--- src/design/cbrf_pkg.sv ---
package cbrf_pkg;

	// microprogram counter
	localparam int UPC_W = 5;
	typedef logic [UPC_W-1:0] upc_t;

	// fixed entry points of the microprogram
	localparam upc_t UPC_LOOP = 5'd15;
	localparam upc_t UPC_FIN  = 5'd24;

	// micro-operations
	typedef enum logic [3:0] {
		UOP_NOP,
		UOP_LOAD_LO,
		UOP_LOAD_HI,
		UOP_MUL,
		UOP_ADD,
		UOP_CHECK,
		UOP_MID,
		UOP_DECIDE,
		UOP_TEST,
		UOP_FIN
	} uop_t;

	// coefficient added after a multiply
	typedef enum logic [1:0] {
		CSEL_SQUARE,
		CSEL_LINEAR,
		CSEL_CONST
	} csel_t;

	// one control word
	typedef struct packed {
		uop_t  op;
		csel_t csel;
		upc_t  target;
	} uword_t;

	// result status codes
	localparam logic [1:0] ST_CONVERGED = 2'd0;
	localparam logic [1:0] ST_NO_SIGN   = 2'd1;
	localparam logic [1:0] ST_CAP       = 2'd2;
	localparam logic [1:0] ST_ZERO      = 2'd3;

	// configuration register indexes
	localparam logic [2:0] REG_COEF_CUBIC  = 3'd0;
	localparam logic [2:0] REG_COEF_SQUARE = 3'd1;
	localparam logic [2:0] REG_COEF_LINEAR = 3'd2;
	localparam logic [2:0] REG_COEF_CONST  = 3'd3;
	localparam logic [2:0] REG_TOLERANCE   = 3'd4;

	// microprogram rom: two end evaluations, then the bisection loop
	function automatic uword_t ucode(upc_t pc);
		uword_t w;
		w = '{op: UOP_NOP, csel: CSEL_SQUARE, target: '0};
		unique case (pc)
			5'd0:  w.op = UOP_LOAD_LO;
			5'd1:  w.op = UOP_MUL;
			5'd2:  w = '{op: UOP_ADD, csel: CSEL_SQUARE, target: '0};
			5'd3:  w.op = UOP_MUL;
			5'd4:  w = '{op: UOP_ADD, csel: CSEL_LINEAR, target: '0};
			5'd5:  w.op = UOP_MUL;
			5'd6:  w = '{op: UOP_ADD, csel: CSEL_CONST, target: '0};
			5'd7:  w.op = UOP_LOAD_HI;
			5'd8:  w.op = UOP_MUL;
			5'd9:  w = '{op: UOP_ADD, csel: CSEL_SQUARE, target: '0};
			5'd10: w.op = UOP_MUL;
			5'd11: w = '{op: UOP_ADD, csel: CSEL_LINEAR, target: '0};
			5'd12: w.op = UOP_MUL;
			5'd13: w = '{op: UOP_ADD, csel: CSEL_CONST, target: '0};
			5'd14: w.op = UOP_CHECK;
			5'd15: w.op = UOP_MID;
			5'd16: w.op = UOP_MUL;
			5'd17: w = '{op: UOP_ADD, csel: CSEL_SQUARE, target: '0};
			5'd18: w.op = UOP_MUL;
			5'd19: w = '{op: UOP_ADD, csel: CSEL_LINEAR, target: '0};
			5'd20: w.op = UOP_MUL;
			5'd21: w = '{op: UOP_ADD, csel: CSEL_CONST, target: '0};
			5'd22: w.op = UOP_DECIDE;
			5'd23: w = '{op: UOP_TEST, csel: CSEL_SQUARE, target: UPC_LOOP};
			5'd24: w.op = UOP_FIN;
			default: w.op = UOP_NOP;
		endcase
		return w;
	endfunction

endpackage

--- src/design/cubic_bisection_root_finder.sv ---
// an input transfer starts the two end evaluations; bisection steps then run until the
// tolerance test passes, the midpoint hits an exact zero or MAX_STEPS steps are done;
// with no sign change between the ends the result follows the end evaluations directly
// one item in work at a time; the next input transfer is taken once the result is registered
// each step runs a midpoint word, a Horner pass on the shared multiplier, then the decide
// and test words; the rom steps one word per cycle, but holds the fin word on a stall
// reset: coefficients and tolerance return to their defaults, sequencer idle, no result
module cubic_bisection_root_finder #(
	parameter int MAX_STEPS = 64,
	parameter int FRAC_BITS = 16
) (
	input  logic               clk,
	input  logic               arst_n,
	input  logic               cfg_valid,
	output logic               cfg_ready,
	input  logic [2:0]         cfg_index,
	input  logic [31:0]        cfg_data,
	input  logic               in_valid,
	output logic               in_ready,
	input  logic signed [31:0] lower_end,
	input  logic signed [31:0] upper_end,
	output logic               out_valid,
	input  logic               out_ready,
	output logic signed [31:0] root,
	output logic [1:0]         status,
	output logic [6:0]         iterations
);
	import cbrf_pkg::*;

	// configuration registers
	logic signed [31:0] coef_cubic_q, coef_square_q, coef_linear_q, coef_const_q;
	logic [30:0]        tolerance_q;

	// sequencer state
	logic       busy_q;
	upc_t       upc_q;
	logic [6:0] steps_q;
	logic       out_valid_q;

	// datapath registers
	logic signed [31:0] lo_q, hi_q, x_q, acc_q, mid_q;
	logic signed [63:0] prod_q;
	logic               flo_neg_q, flo_zero_q;
	logic [1:0]         res_status_q;
	logic signed [31:0] root_q;
	logic [1:0]         status_q;
	logic [6:0]         iterations_q;

	uword_t             uw;
	logic               in_xfer, out_xfer, fin_go;
	logic signed [31:0] coef_sel;
	logic signed [63:0] shifted, sum;
	logic signed [31:0] sat_val;
	logic signed [32:0] mid_sum;
	logic signed [31:0] mid_new;
	logic signed [32:0] diff;
	logic [32:0]        diff_abs;
	logic               cap_hit, sign_change, close_enough;

	assign cfg_ready  = 1'b1;
	assign in_ready   = !busy_q;
	assign out_valid  = out_valid_q;
	assign root       = root_q;
	assign status     = status_q;
	assign iterations = iterations_q;

	assign in_xfer  = in_valid && in_ready;
	assign out_xfer = out_valid_q && out_ready;
	assign uw       = ucode(upc_q);
	assign fin_go   = busy_q && (uw.op == UOP_FIN) && (!out_valid_q || out_ready);

	// coefficient select for the Horner add
	always_comb begin
		case (uw.csel)
			CSEL_SQUARE: coef_sel = coef_square_q;
			CSEL_LINEAR: coef_sel = coef_linear_q;
			CSEL_CONST:  coef_sel = coef_const_q;
			default:     coef_sel = coef_square_q;
		endcase
	end

	// floor shift of the product, add coefficient, clamp to 32 bits
	always_comb begin
		shifted = prod_q >>> FRAC_BITS;
		sum     = shifted + 64'(coef_sel);
		if (!sum[63] && (sum[62:31] != '0))
			sat_val = 32'sh7fff_ffff;
		else if (sum[63] && (sum[62:31] != '1))
			sat_val = -32'sh8000_0000;
		else
			sat_val = sum[31:0];
	end

	// midpoint of the current ends and its distance to the last midpoint
	always_comb begin
		mid_sum      = {lo_q[31], lo_q} + {hi_q[31], hi_q};
		mid_new      = mid_sum[32:1];
		diff         = {mid_new[31], mid_new} - {mid_q[31], mid_q};
		diff_abs     = diff[32] ? 33'(-diff) : 33'(diff);
		close_enough = diff_abs <= {2'b00, tolerance_q};
		cap_hit      = steps_q >= 7'(MAX_STEPS);
		sign_change  = !flo_zero_q && (acc_q != '0) && (flo_neg_q != acc_q[31]);
	end

	// configuration writes
	always_ff @(posedge clk or negedge arst_n) begin
		if (!arst_n) begin
			coef_cubic_q  <= '0;
			coef_square_q <= '0;
			coef_linear_q <= 32'sd65536;
			coef_const_q  <= '0;
			tolerance_q   <= 31'd66;
		end else if (cfg_valid && cfg_ready) begin
			unique case (cfg_index)
				REG_COEF_CUBIC:  coef_cubic_q  <= cfg_data;
				REG_COEF_SQUARE: coef_square_q <= cfg_data;
				REG_COEF_LINEAR: coef_linear_q <= cfg_data;
				REG_COEF_CONST:  coef_const_q  <= cfg_data;
				REG_TOLERANCE:   tolerance_q   <= cfg_data[30:0];
				default: ;
			endcase
		end
	end

	// sequencer: program counter, step count, result handshake
	always_ff @(posedge clk or negedge arst_n) begin
		if (!arst_n) begin
			busy_q      <= 1'b0;
			upc_q       <= '0;
			steps_q     <= '0;
			out_valid_q <= 1'b0;
		end else begin
			if (fin_go)
				out_valid_q <= 1'b1;
			else if (out_xfer)
				out_valid_q <= 1'b0;

			if (in_xfer) begin
				busy_q  <= 1'b1;
				upc_q   <= '0;
				steps_q <= '0;
			end else if (busy_q) begin
				unique case (uw.op)
					UOP_CHECK: begin
						upc_q <= sign_change ? upc_q + 1'b1 : UPC_FIN;
					end
					UOP_MID: begin
						if (cap_hit) begin
							upc_q <= UPC_FIN;
						end else begin
							upc_q   <= upc_q + 1'b1;
							steps_q <= steps_q + 1'b1;
						end
					end
					UOP_DECIDE: begin
						upc_q <= (acc_q == '0) ? UPC_FIN : upc_q + 1'b1;
					end
					UOP_TEST: begin
						upc_q <= close_enough ? UPC_FIN : uw.target;
					end
					UOP_FIN: begin
						if (fin_go) begin
							busy_q <= 1'b0;
							upc_q  <= '0;
						end
					end
					default: upc_q <= upc_q + 1'b1;
				endcase
			end
		end
	end

	// datapath driven by the control word
	always_ff @(posedge clk) begin
		if (in_xfer) begin
			lo_q  <= lower_end;
			hi_q  <= upper_end;
			mid_q <= '0;
		end else if (busy_q) begin
			unique case (uw.op)
				UOP_LOAD_LO: begin
					x_q   <= lo_q;
					acc_q <= coef_cubic_q;
				end
				UOP_LOAD_HI: begin
					flo_neg_q  <= acc_q[31];
					flo_zero_q <= (acc_q == '0);
					x_q        <= hi_q;
					acc_q      <= coef_cubic_q;
				end
				UOP_MUL: prod_q <= 64'(acc_q) * 64'(x_q);
				UOP_ADD: acc_q <= sat_val;
				UOP_CHECK: begin
					if (!sign_change) begin
						mid_q        <= '0;
						res_status_q <= ST_NO_SIGN;
					end
				end
				UOP_MID: begin
					if (cap_hit) begin
						res_status_q <= ST_CAP;
					end else begin
						mid_q <= mid_new;
						x_q   <= mid_new;
						acc_q <= coef_cubic_q;
					end
				end
				UOP_DECIDE: begin
					if (acc_q == '0) begin
						res_status_q <= ST_ZERO;
					end else if (flo_neg_q != acc_q[31]) begin
						hi_q <= mid_q;
					end else begin
						lo_q      <= mid_q;
						flo_neg_q <= acc_q[31];
					end
				end
				UOP_TEST: begin
					if (close_enough)
						res_status_q <= ST_CONVERGED;
				end
				UOP_FIN: begin
					if (fin_go) begin
						root_q       <= mid_q;
						status_q     <= res_status_q;
						iterations_q <= steps_q;
					end
				end
				default: ;
			endcase
		end
	end

`ifndef ASSERT_OFF
	// step count never passes the cap
	a_steps_cap: assert property (@(posedge clk) disable iff (!arst_n)
		steps_q <= 7'(MAX_STEPS))
		else $error("bisection step count above cap");

	// no sign change gives an empty result
	a_no_sign: assert property (@(posedge clk) disable iff (!arst_n)
		(out_valid_q && status_q == ST_NO_SIGN) |-> (iterations_q == '0 && root_q == '0))
		else $error("no-sign-change result carries data");

	// a capped result used every step
	a_cap_full: assert property (@(posedge clk) disable iff (!arst_n)
		(out_valid_q && status_q == ST_CAP) |-> (iterations_q == 7'(MAX_STEPS)))
		else $error("cap status without full step count");

	// an input transfer restarts the microprogram
	a_start: assert property (@(posedge clk) disable iff (!arst_n)
		in_xfer |=> (busy_q && upc_q == '0 && steps_q == '0))
		else $error("sequencer not started after input transfer");
`endif

endmodule

--- config.mk ---
export PLATFORM = sky130hd
export DESIGN_NAME = cubic_bisection_root_finder
export DESIGN_NICKNAME = d
export VERILOG_FILES = /design/src/design/cbrf_pkg.sv /design/src/design/cubic_bisection_root_finder.sv
export SDC_FILE = /design/constraint.sdc
export NUM_CORES = 2
export LEC_CHECK = 0
export BUFFER_PORTS_ARGS = -buffer_cell sky130_fd_sc_hd__buf_2
export CELL_PAD_IN_SITES_DETAIL_PLACEMENT = 1
export CELL_PAD_IN_SITES_GLOBAL_PLACEMENT = 2
export CORE_ASPECT_RATIO = 0.5
export CORE_MARGIN = 2
export CORE_UTILIZATION = 42
export CTS_CLUSTER_SIZE = 30
export DETAILED_ROUTE_END_ITERATION = 8
export GPL_ROUTABILITY_DRIVEN = 0
export PLACE_DENSITY_LB_ADDON = 0.1
export REMOVE_ABC_BUFFERS = 1
export SLEW_MARGIN = 20
export SYNTH_ARGS = -nofsm -noshare
export SYNTH_HDL_FRONTEND = slang
export SYNTH_SLANG_ARGS = --single-unit
export TNS_END_PERCENT = 10
--- constraint.sdc ---
create_clock -name clk -period 9.7 [get_ports clk]
set_input_delay 1.94 -clock clk [delete_from_list [all_inputs] [get_ports clk]]
set_output_delay 1.94 -clock clk [all_outputs]
set_load 0.02 [all_outputs]
Yosys cells after proc, flatten, opt, wreduce, memory -nomap -nowiden
Index checks and enable logic that the tools add are counted.

Register bits: 442. Latch bits: 0. RAM bits: 0. Bits in read-only memories: 0. Output and inout port bits: 44. Word-level logic and storage cells: 181. Memories kept: 0.

Add/subtract/negate cells: 6. $mul: 1. Div/mod/pow operators: 0. $lt $le $gt $ge: 2. Equality and inequality tests: 52. Shift operators: 0. Muxes and demuxes: 48. Bitwise operators: 1. Reduce and logical (&&, ||, !) cells: 50.

Operators with widths (number): 32-bit 2-to-1 mux (15); 32-bit one-hot mux with 3 select lines (2); 32-bit one-hot mux with 2 select lines (2); 32-bit by 32-bit multiplier with 64-bit output (1); 32-bit nonzero test (2); 48-bit by 32-bit adder with 49-bit output (1); 5-bit equality test (second input constant) (9); 5-bit by 4-bit equality test with 1-bit output (second input constant) (8); 4-bit one-hot mux with 9 select lines (1); 5-bit 2-to-1 mux (7); 32-bit by 32-bit adder with 33-bit output (1); 33-bit by 31-bit <= comparator with 1-bit output (1); 33-bit 2-to-1 mux (1); 33-bit negator (1); 32-bit by 32-bit subtractor with 33-bit output (1); 32-bit zero test (1); 32-bit != test (second input constant) (1); 7-bit 2-to-1 mux (4); 5-bit one-hot mux with 5 select lines (1); 4-bit AND reduction (6); 7-bit one-hot mux with 3 select lines (1); 5-bit by 3-bit equality test with 1-bit output (second input constant) (4); 2-bit != test (second input constant) (10); 9-bit OR reduction (2); other kinds (35) (77).

Longest topological paths before layout
Word-level depth: 11. Depth in mapped cells: 39. Gate-level depth less buffers: 37.

Worst setup path before layout
No wires, ideal clock.

Kind: register to register. Start: reg acc_q[31]. End: reg prod_q[59], data pin. Setup time: 0.259 ns. Arrival time: 7.927 ns. Data required time: 9.441 ns. Path slack: 1.514 ns. Stages on the path, launching flop included: 29. Buffers on the path: 2. Period minus slack after synthesis: 8.186 ns. Cell sequence: edfxtp_1 -> clkbuf_1 -> clkbuf_1 -> nand2_1 -> inv_1 -> fa_1 -> fa_1 -> fa_1 -> fa_1 -> fa_1 -> inv_1 -> fa_1 -> inv_1 -> fa_1 -> inv_1 -> fa_1 -> inv_1 -> ha_1 -> a21o_1 -> a21o_1 -> a21o_1 -> a21o_1 -> a21oi_1 -> o21ai_0 -> o21a_1 -> o21a_1 -> o21ai_0 -> nand2_1 -> xnor2_1.

Cells in the longest elaborated chain, start to end: 1.

Ends and longest elaborated chain: start: declaration (RTL line cubic_bisection_root_finder.sv:41) `logic signed [31:0] lo_q, hi_q, x_q, acc_q, mid_q;`; start signal: assignment (RTL line cubic_bisection_root_finder.sv:183) `acc_q <= coef_cubic_q;`; start signal: assignment (RTL line cubic_bisection_root_finder.sv:189) `acc_q <= coef_cubic_q;`; start signal: assignment (RTL line cubic_bisection_root_finder.sv:192) `UOP_ADD: acc_q <= sat_val;`; 32-bit by 32-bit multiplier with 64-bit output (RTL line cubic_bisection_root_finder.sv:191) `UOP_MUL: prod_q <= 64'(acc_q) * 64'(x_q);`; end signal: assignment (RTL line cubic_bisection_root_finder.sv:191); end: declaration (RTL line cubic_bisection_root_finder.sv:42) `logic signed [63:0] prod_q;`.

No other way between the ends. A chain may end at the register's enable or synchronous reset.

Final worst setup path
Start: reg x_q[3]. End: reg prod_q[60], data pin.

Cells in the longest elaborated chain, start to end: 1.

Ends and longest elaborated chain: start: declaration (RTL line cubic_bisection_root_finder.sv:41); start signal: assignment (RTL line cubic_bisection_root_finder.sv:182) `x_q <= lo_q;`; start signal: assignment (RTL line cubic_bisection_root_finder.sv:188) `x_q <= hi_q;`; start signal: assignment (RTL line cubic_bisection_root_finder.sv:204) `x_q <= mid_new;`; 32-bit by 32-bit multiplier with 64-bit output (RTL line cubic_bisection_root_finder.sv:191).

No other way between the ends.

==> summary.txt <==
Clock network
  • Total CTS buffers: 43
  • Clock H-tree levels: 2
  • CTS tree: built
  • Root Driver: clkbuf_16
  • Clock buffer depth: 3
  • Cts-stage hold buffer count: 0
  • Reg clk slew, reported paths: about 70 ps
  • Num Clock Sinks: between 400 and 500
  • Worst skew pair latency: around 620 ps

Critical path
  • Crit path DAT: slightly below 10000 ps
  • Critical path class: flop to flop
  • Startpoint types: flop
  • Worst Path Max Fanout: 13
  • Reg2Reg Setup Slack: around 450 ps
  • Kind of end point of the critical path: flop
  • Worst EP required: slightly above 10000 ps

Routing
  • Drt initial violations: between 2000 and 3000
  • Total Wirelength: 198.8 mm
  • Wire per inst: between 20 and 25 µm
  • Routed vias/inst: 5.391
  • Drc violations: 0
  • Via count: roughly 45000
  • 1st-pass router iterations: 5
  • Routed Antenna Nets: 0

Place
  • Place WS: approximately 300 ps
  • Port buffer count: 146
  • Post-DP HPWL: about 160 mm
  • Post-DP Area: around 63000 µm²

Finish
  • Biggest register: prod_q
  • Area Growth Syn to Fin: 7.819%
  • Nets: roughly 8000
  • Fill count: 16190
  • Ratio of cells with drive above 1 in the final layout: 8.388%
  • Final instance area: 64970 µm²
  • Max reg flops: 48
  • Area of the multi-input gates: between 40000 and 50000 µm²
  • Storage cell area: approximately 12000 µm²

GRT
  • Vias in the first global route: 50590
  • Largest net degree at the start of global routing: roughly 70
  • First-pass GRT wire length: about 310 mm
  • Initial antenna violation count: 13
  • Total gr overflow: 0
  • GRT Util Overall: between 20% and 30%

Synthesis
  • Post-synth top area share: between 30% and 40%
  • Synth async-reset ratio: 40.61%
  • Number of flops mapped to enable cells by yosys: between 200 and 250
  • Post-Syn Area per Cell: 9.359 µm²
  • Main synth FF type: edfxtp_1
  • Netlist cell types: between 90 and 100
  • Cell taking the most area after synthesis: fa_1
  • Syn Inst Count: between 6000 and 7000
  • Ranking of synthesized cells by area: fa_1 (36%), edfxtp_1 (11%), inv_1 (7.9%)
  • Synth Register Bits: between 400 and 500
  • Post-synthesis cell area: between 60000 and 70000 µm²
  • Yosys warns: 0
  • Seq/Total Area, Yosys: between 10% and 20%

Die
  • Core area: between 100000 and 150000 µm²
  • Die width: approximately 540 µm
  • Chip height: about 270 µm
  • Starting density of the core: 42.26%
  • Die area: about 150000 µm²
  • IO Count: around 150
  • Rows: 98

STA
  • Period utilisation layout: roughly 95%
  • Fmax: around 110 MHz
  • Max Slew Vio Count: 0
  • Final setup vio count: 0
  • Setup_tns: 0 ps
  • Slew @ Worst Pin: around 1200 ps
  • Relative slew slack: roughly a fifth
  • Min Hold Slack: between 400 and 500 ps
  • Final min period: just over 9000 ps
  • Final hold violations: 0
  • Unrepaired setup endpoints after global routing: no
  • Setup ws final: ~450 ps
  • Final Skew: approximately 25 ps

Status
  • Status: completed

Job
  • Max cap viols: 0

Worst hold path
  • Worst hold path class: flop to flop
## routing by layer
metal | global-route usage [%] | up-vias | routed length [µm] | part of all wire (%)
met1 | 42.05 | 24110 | 98200 | 49
met3 | 3.797 | 158 | 10520 | 5.3
met2 | 42.38 | 975 | 86610 | 44
met5 | 0 | - | 26 | 0.013
li1 | - | 20110 | - | -
met4 | 4.695 | 4 | 3438 | 1.7
## repair_timing
| action | in CTS | in global routing |
|---|---|---|
| setup buffers | 0 | 7 |
| hold endpoints to repair | 0 | 0 |
| gates resized for setup | 0 | 5 |
| endpoints found under the setup margin | 0 | 12 |
## through the flow
step | std cells | utilization, %
5_1_grt | 8411 | 45.56
4_1_cts | 8402 | 45.48
2_1_floorplan | 6139 | -
3_5_place_dp | 8322 | 44.49
3_3_place_gp | 8322 | 44.49
6_report | 8413 | 45.56
## cells in the mapped netlist, types with 8 or more instances
cell       number
and2_1        248
o2111ai_1      10
o31ai_1        12
nor2_1        230
a21o_1         84
a2111oi_0       8
a21boi_0        9
nand3_1        65
o21ai_1        16
nand4_1        39
mux2_2        128
o21bai_1       28
or3_1          14
nor4_1         19
ha_1          330
o22ai_1        42
edfxtp_1      221
nor3_1         38
and3_1         26
or2_2           9
a31oi_1        38
a221oi_1        8
xnor2_1       120
a221o_1        32
a21oi_1       193
o21ai_0       143
dfxtp_1        32
fa_1         1084
clkbuf_1      277
nor2b_1        24
nand2_1      1145
mux2i_1        13
o211ai_1       14
dfrtp_1       170
buf_2          13
a211oi_1       23
nand2b_1       52
o21a_1         30
inv_1        1262
xor2_1         60
## layout make-up
class                      instances  area share, %
multi-input combinational       4450          65.97
sequential                       426          17.87
inverter                        1263          7.296
tap                             1900          3.659
timing repair buffer             290          3.016
clock buffer                      60          1.885
clock inverter                    20         0.2946
antenna                            4        0.01541
## worst paths after layout
check,start,end,depth (start not counted)
min in group asynchronous,arst_n,out_valid,1
max,x_q[3],prod_q[60],25
min,res_status_q[1],status[1],0
max in group asynchronous,arst_n,coef_const_q[14],3
min reg2reg,res_status_q[1],status[1],0
max reg2reg,x_q[3],prod_q[60],25
## cell usage in the layout (no fill, tap or decap), types with 10 or more instances in the layout
| cell type | Yosys | final |
|---|---|---|
| inv_1 | 1262 | 1262 |
| nand2_1 | 1145 | 1145 |
| fa_1 | 1084 | 1083 |
| ha_1 | 330 | 330 |
| and2_1 | 248 | 248 |
| nor2_1 | 230 | 227 |
| edfxtp_1 | 221 | 221 |
| a21oi_1 | 193 | 192 |
| dfrtp_1 | 170 | 170 |
| buf_2 | 13 | 145 |
| o21ai_0 | 143 | 141 |
| buf_4 | 1 | 132 |
| mux2_2 | 128 | 128 |
| xnor2_1 | 120 | 119 |
| a21o_1 | 84 | 84 |
| nand3_1 | 65 | 65 |
| xor2_1 | 60 | 60 |
| nand2b_1 | 52 | 52 |
| clkbuf_16 | 0 | 44 |
| o22ai_1 | 42 | 41 |
| nand4_1 | 39 | 39 |
| a31oi_1 | 38 | 37 |
| nor3_1 | 38 | 35 |
| a221o_1 | 32 | 32 |
| dfxtp_1 | 32 | 32 |
| o21a_1 | 30 | 30 |
| o21bai_1 | 28 | 28 |
| and3_1 | 26 | 26 |
| nor2b_1 | 24 | 22 |
| a211oi_1 | 23 | 22 |
| nor4_1 | 19 | 18 |
| o21ai_1 | 16 | 17 |
| o211ai_1 | 14 | 14 |
| or3_1 | 14 | 14 |
| mux2i_1 | 13 | 13 |
| o31ai_1 | 12 | 11 |
| buf_12 | 0 | 11 |
| or2_2 | 9 | 10 |
## kinds of logic after synthesis
group,Yosys count,share of synthesized area (%)
other cells,1,0.006223
xor+xnor,180,2.616
buf+inv,1563,9.819
fa+ha+maj,1414,42.86
flops,426,19.27
mux,141,2.608
compound gates,761,8.282
simple gates,1953,14.54
## worst max-delay path, cell delays in order, from the launching register on
cell and delay [ps]:
edfxtp_1 680, and2_1 330, fa_1 570, fa_1 470, fa_1 760, inv_1 380
fa_1 590, inv_1 60, fa_1 500, inv_1 50, fa_1 530, inv_1 50
fa_1 490, inv_1 50, fa_1 480, inv_1 40, ha_1 360, nand3_1 190
nor4_1 310, nand3_1 260, or3_1 380, a31oi_1 550, o21a_1 280, o21a_1 150
o21ai_0 160, o311ai_0 360
Power is not shown: default switching activity piles up to over one toggle a cycle in this logic, so the estimate is an artifact.
